<file path="config.mk">
export PLATFORM = sky130hd
export DESIGN_NAME = pbm_ring
export DESIGN_NICKNAME = d
export VERILOG_FILES = /design/src/rtl/core/pbm_pkg.sv /design/src/rtl/core/pbm_ram.sv /design/src/rtl/core/pbm_ring.sv
export VERILOG_INCLUDE_DIRS = /design/src /design/src/rtl/core
export SDC_FILE = /design/constraint.sdc
export NUM_CORES = 2
export LEC_CHECK = 0
export BUFFER_PORTS_ARGS = -buffer_cell sky130_fd_sc_hd__clkbuf_2
export CORE_ASPECT_RATIO = 1.4
export CORE_MARGIN = 2
export CORE_UTILIZATION = 57
export CTS_CLUSTER_SIZE = 16
export DETAILED_ROUTE_END_ITERATION = 16
export PLACE_DENSITY = 0.78
export REMOVE_ABC_BUFFERS = 1
export SLEW_MARGIN = 15
export SYNTH_ARGS = -nofsm -noshare
export SYNTH_HDL_FRONTEND = slang
export SYNTH_SLANG_ARGS = --single-unit
</file>
<file path="constraint.sdc">
create_clock -name aclk -period 3.5 [get_ports aclk]
set_input_delay 0.35 -clock aclk [delete_from_list [all_inputs] [get_ports aclk]]
set_output_delay 0.35 -clock aclk [all_outputs]
set_load 0.005 [all_outputs]
</file>
<file path="src/rtl/core/packet_buffer_manager_top_defines.svh">
// ----------------------------------------------------------------------------
// Packet buffer manager assertion macros
// Shared concurrent assertion forms for the buffer manager RTL.
// ----------------------------------------------------------------------------
`ifndef PACKET_BUFFER_MANAGER_TOP_DEFINES_SVH
`define PACKET_BUFFER_MANAGER_TOP_DEFINES_SVH

// Check that an expression holds on every clock edge out of reset.
`define PBM_ASSERT_ALWAYS(lbl, clk, rstn, expr, msg) \
    lbl: assert property (@(posedge clk) disable iff (!rstn) (expr)) else $error(msg);

// Check that a condition in one cycle implies a consequence in the next.
`define PBM_ASSERT_NEXT(lbl, clk, rstn, ante, cons, msg) \
    lbl: assert property (@(posedge clk) disable iff (!rstn) (ante) |=> (cons)) else $error(msg);

`endif

</file>
<file path="src/rtl/core/pbm_pkg.sv">
// ----------------------------------------------------------------------------
// Packet buffer manager package
// Opcodes, field widths and the ring request bundle.
// ----------------------------------------------------------------------------
package pbm_pkg;

    localparam int IDX_W     = 8;  // buffer index field
    localparam int CNT_OUT_W = 9;  // reported count fields
    localparam int OP_W      = 3;

    typedef enum logic [OP_W-1:0] {
        OP_ALLOC   = 3'd0,
        OP_RELEASE = 3'd1,
        OP_AUD_ENQ = 3'd2,
        OP_AUD_DEQ = 3'd3,
        OP_VID_ENQ = 3'd4,
        OP_VID_DEQ = 3'd5
    } op_t;

    // One request to a ring: at most one of push and pop is set.
    typedef struct packed {
        logic             push;
        logic             pop;
        logic [IDX_W-1:0] wdata;
    } ring_req_t;

endpackage

</file>
<file path="src/rtl/core/pbm_ram.sv">
// ----------------------------------------------------------------------------
// Generic simple dual-port RAM
// One write port, one read port with registered, enabled read data.
// ----------------------------------------------------------------------------
module pbm_ram #(
    parameter int WIDTH = 8,
    parameter int DEPTH = 256
) (
    input  logic                     aclk,
    input  logic                     we,
    input  logic [$clog2(DEPTH)-1:0] waddr,
    input  logic [WIDTH-1:0]         wdata,
    input  logic                     re,
    input  logic [$clog2(DEPTH)-1:0] raddr,
    output logic [WIDTH-1:0]         rdata
);

    logic [WIDTH-1:0] mem [DEPTH];
    logic [WIDTH-1:0] rdata_reg;

    always_ff @(posedge aclk) begin
        if (we) begin
            mem[waddr] <= wdata;
        end
        if (re) begin
            rdata_reg <= mem[raddr];
        end
    end

    assign rdata = rdata_reg;

endmodule

</file>
<file path="src/rtl/core/pbm_ring.sv">
// ----------------------------------------------------------------------------
// Buffer manager ring
// Head, tail and fill count around one RAM; push at tail, pop at head.
// ----------------------------------------------------------------------------
`include "packet_buffer_manager_top_defines.svh"

module pbm_ring #(
    parameter int NUM_BUFFERS = 256,
    parameter bit INIT_FULL   = 1'b0
) (
    input  logic                             aclk,
    input  logic                             aresetn,
    input  pbm_pkg::ring_req_t               req,
    output logic                             ok,
    output logic [$clog2(NUM_BUFFERS+1)-1:0] fill,
    output logic [pbm_pkg::IDX_W-1:0]        rdata
);

    import pbm_pkg::*;

    localparam int PTR_W = $clog2(NUM_BUFFERS);
    localparam int CNT_W = $clog2(NUM_BUFFERS + 1);
    localparam logic [PTR_W-1:0] LAST_PTR = PTR_W'(NUM_BUFFERS - 1);
    localparam logic [CNT_W-1:0] FULL_CNT = CNT_W'(NUM_BUFFERS);
    localparam logic [CNT_W-1:0] RST_CNT  = INIT_FULL ? FULL_CNT : '0;

    logic [PTR_W-1:0] head_reg, head_next;
    logic [PTR_W-1:0] tail_reg, tail_next;
    logic [CNT_W-1:0] fill_reg, fill_next;
    logic             full, empty, do_push, do_pop;
    logic [IDX_W-1:0] ram_rdata;

    assign full    = (fill_reg == FULL_CNT);
    assign empty   = (fill_reg == '0);
    assign do_push = req.push && !full;
    assign do_pop  = req.pop && !empty;
    assign ok      = do_push || do_pop;
    assign fill    = fill_reg;

    always_comb begin
        head_next = head_reg;
        tail_next = tail_reg;
        fill_next = fill_reg;
        if (do_push) begin
            tail_next = (tail_reg == LAST_PTR) ? '0 : tail_reg + 1'b1;
            fill_next = fill_reg + 1'b1;
        end
        if (do_pop) begin
            head_next = (head_reg == LAST_PTR) ? '0 : head_reg + 1'b1;
            fill_next = fill_reg - 1'b1;
        end
    end

    always_ff @(posedge aclk) begin
        if (!aresetn) begin
            head_reg <= '0;
            tail_reg <= '0;
            fill_reg <= RST_CNT;
        end else begin
            head_reg <= head_next;
            tail_reg <= tail_next;
            fill_reg <= fill_next;
        end
    end

    pbm_ram #(
        .WIDTH (IDX_W),
        .DEPTH (NUM_BUFFERS)
    ) u_ram (
        .aclk  (aclk),
        .we    (do_push),
        .waddr (tail_reg),
        .wdata (req.wdata),
        .re    (do_pop),
        .raddr (head_reg),
        .rdata (ram_rdata)
    );

    generate
        if (INIT_FULL) begin : g_init
            // Writes land at the tail from slot 0 upward, so a slot below the tail, or
            // any slot once the tail has wrapped, holds written data; the rest still
            // hold their own index.
            logic             lap_reg;
            logic             init_hit_reg;
            logic [IDX_W-1:0] init_val_reg;

            always_ff @(posedge aclk) begin
                if (!aresetn) begin
                    lap_reg <= 1'b0;
                end else if (do_push && tail_reg == LAST_PTR) begin
                    lap_reg <= 1'b1;
                end
            end

            always_ff @(posedge aclk) begin
                if (do_pop) begin
                    init_hit_reg <= !(lap_reg || head_reg < tail_reg);
                    init_val_reg <= IDX_W'(head_reg);
                end
            end

            assign rdata = init_hit_reg ? init_val_reg : ram_rdata;
        end else begin : g_plain
            assign rdata = ram_rdata;
        end
    endgenerate

    `PBM_ASSERT_ALWAYS(a_fill_bound, aclk, aresetn, fill_reg <= FULL_CNT, "ring fill overflow")
    `PBM_ASSERT_ALWAYS(a_ptr_fill, aclk, aresetn,
        (head_reg == tail_reg) == (fill_reg == '0 || fill_reg == FULL_CNT),
        "ring pointers disagree with fill")
    `PBM_ASSERT_NEXT(a_push_cnt, aclk, aresetn, aresetn && do_push,
        fill_reg == $past(fill_reg) + 1'b1, "push did not raise fill")
    `PBM_ASSERT_NEXT(a_pop_cnt, aclk, aresetn, aresetn && do_pop,
        fill_reg == $past(fill_reg) - 1'b1, "pop did not lower fill")

endmodule

</file>
==> impl_metrics.toml <==
[outcome]
status = "finished clean"

[sta]
finalCritPeriodShare_pct = 99.3
min_period_ns = 3.48
fin_worst_skew_ns = 0.0310
setup_violations = 0
fin_hold_ws_ns = 0.0736
tns_ns = 0
tightestPinTransition_ns = 1.25
rsz0062_at_grt = "no"
hold_viol_final = 0
clock.fmax_mhz = 288
slew_headroom_pct = 16.8
slew_viol_final = 0

[run]
drv_cap = 0

[placed_design]
gp_congestion = 0.980
io_buffers = 29
dp.cells = 5993
dp_hpwl_mm = 138
dpl_cell_area_mm2 = 0.0854

[cells_and_area]
mostFrequentLayoutCells = "2056 x edfxtp_1, 413 x mux4_2, 306 x nor2_1"
fin_cells = 6325
fin_area_mm2 = 0.0913
fin_nets = 4288
final_util_pct = 64.2
layout_commonest_cell = "edfxtp_1"
drive_gt1_share_pct = 23.9
synthToLayoutAreaGrowth_pct = 12.1
largest_reg_flops = 2048

[cts]
cts.sinks = 2081
cts_buffers = 177
hold_buffers = 0
worstSkewPairLatency_ns = 0.82
clockBufferDepth = 3
cts_tree = "yes"
cts_setup_buffers = 0
cts_root_buf = "clkbuf_16"
clk_pin_slew_ns = 0.07
htree_levels = 4

[global_routing]
first_global_vias = 43700
grt_usage_pct = 30.8
antenna_found_initial = 16
grt_pass1_wl_mm = 315
grt-ovfl-total = 0
grt_max_degree = 129

[drt]
first_pass_iters = 6
viasPerCell = 6.96
ant_nets = 0
post_drt_wl_per_cell_um = 35.2
vias = 44000
drt_iter0_markers = 7654
routed_wirelength_mm = 223
drc_errors = 0

[setup_path]
crit_path_end_kind = "flop"
crit_type = "flop to flop"
startpoint = "head_reg[1]"
timing.rr.start = "head_reg[1]"
reg2reg_depth = 8
arrival_ns = 4.04
cp.required_ns = 4.07
crit_path_start_kind = "flop"
crit_fanout = 58

[synthesis]
synthFlopType = "edfxtp_1"
synth-edff-count = 2056
syn_avg_cell_area_um2 = 20.2
netlist_instances = 4029
synth_cell_type_count = 77
ys_async_sr_fraction_pct = 0
seq_area_frac_synth_pct = 76.5
netlist_area_mm2 = 0.0814
synth-seq-cells = 2081
yosys_warnings = 0

[hold_path]
hp-start = "req[1]"
holdPathStages = 1
hold_path.class = "primary input to flop"

[die]
die_w_um = 323
dieArea_mm2 = 0.146
start_util_pct = 57.2
io_pins = 30
core_mm2 = 0.142
die_h_um = 451
rows = 164

[power_and_ir_drop]
p_leak_nw = 27.9
power.density_mw_per_mm2 = 635
peakVddDrop_v = 0.000508
Yosys cell counts (12+ instances only):
cell type	number	area share, %
a2111oi_0	12	0.13
a211oi_1	21	0.19
a21oi_1	85	0.52
a221oi_1	46	0.50
a22oi_1	71	0.65
and2_1	15	0.12
buf_1	14	0.065
buf_2	64	0.39
buf_6	33	0.46
clkbuf_1	111	0.51
dfxtp_1	25	0.61
edfxtp_1	2056	76
ha_1	12	0.18
mux2_2	44	0.61
mux2i_1	181	2.2
mux4_2	413	11
nand2_1	91	0.42
nand2b_1	12	0.092
nand3_1	47	0.29
nor2_1	309	1.4
nor2b_1	27	0.21
nor3_1	19	0.12
o211ai_1	16	0.15
o21ai_0	63	0.39
o221ai_1	14	0.15
o22ai_1	42	0.32
kinds of logic after synthesis:
kind of cell             count (synthesis)  share of synthesized area (%)
flip-flops                            2081                           76.5
multiplexers                           642                           14.4
AND/OR/NAND/NOR                        560                           3.00
AO/OA/AOI/OAI                          464                           3.99
buffers and inverters                  255                           1.79
XOR/XNOR                                14                          0.151
adder cells (fa/ha/maj)                 13                          0.209
layout make-up:
class | instances | area, um^2
flip-flops and latches | 2081 | 62300
fillers | 8809 | 50900
multi-input cells | 1693 | 17800
clock buffers | 221 | 4700
repair buffers | 299 | 2920
well taps | 1909 | 2390
clock inverters | 108 | 1150
inverters | 11 | 41.3
diodes | 3 | 7.51
stage by stage:
step	setup slack [ns]	total power [mW]
2_1_floorplan	-22.45	32.9
3_3_place_gp	0.0107	38.2
3_5_place_dp	0.00979	38.3
4_1_cts	0.146	57.9
5_1_grt	0.00672	59.3
6_report	0.0247	58.0
layer usage:
layer  global-route usage [%]  vias to the layer above  wire (um)  part of all wire [%]
met1                     38.9                    22400      72200                    32
met4                     19.4                       20      17400                   7.8
met5                        0                        -        127                 0.057
met2                     48.4                     3601     107000                    48
li1                         -                    17100          -                     -
met3                     7.03                      850      26400                    12
path summary, 6_finish.rpt:
check,to,slack (ns)
min reg2reg,fill[8],0.52
max,u_ram.rdata[6],0.02
min,u_ram.mem[82][1],0.07
max reg2reg,u_ram.rdata[6],0.02
power by group:
group | switching (mW) | internal, mW | leakage [nW]
clock | 8.88 | 11.1 | 2.85
combinational | 5.62 | 4.64 | 6.38
sequential | 0.202 | 27.5 | 18.7
worst max-delay path, stage by stage (launching register included):
cell	delay, ns
dfxtp_4	0.44
buf_12	0.23
buf_4	0.33
or2_2	0.50
o211ai_1	0.40
o22ai_1	0.20
o211ai_1	0.52
nand3_1	0.26
o32a_1	0.23
timing repair:
item | in CTS | in global routing
resized for setup | 2 | 4
endpoints found under the setup margin | 2 | 4
pin swaps | 0 | 1
Note: power is estimated with default switching activity, not from simulation.
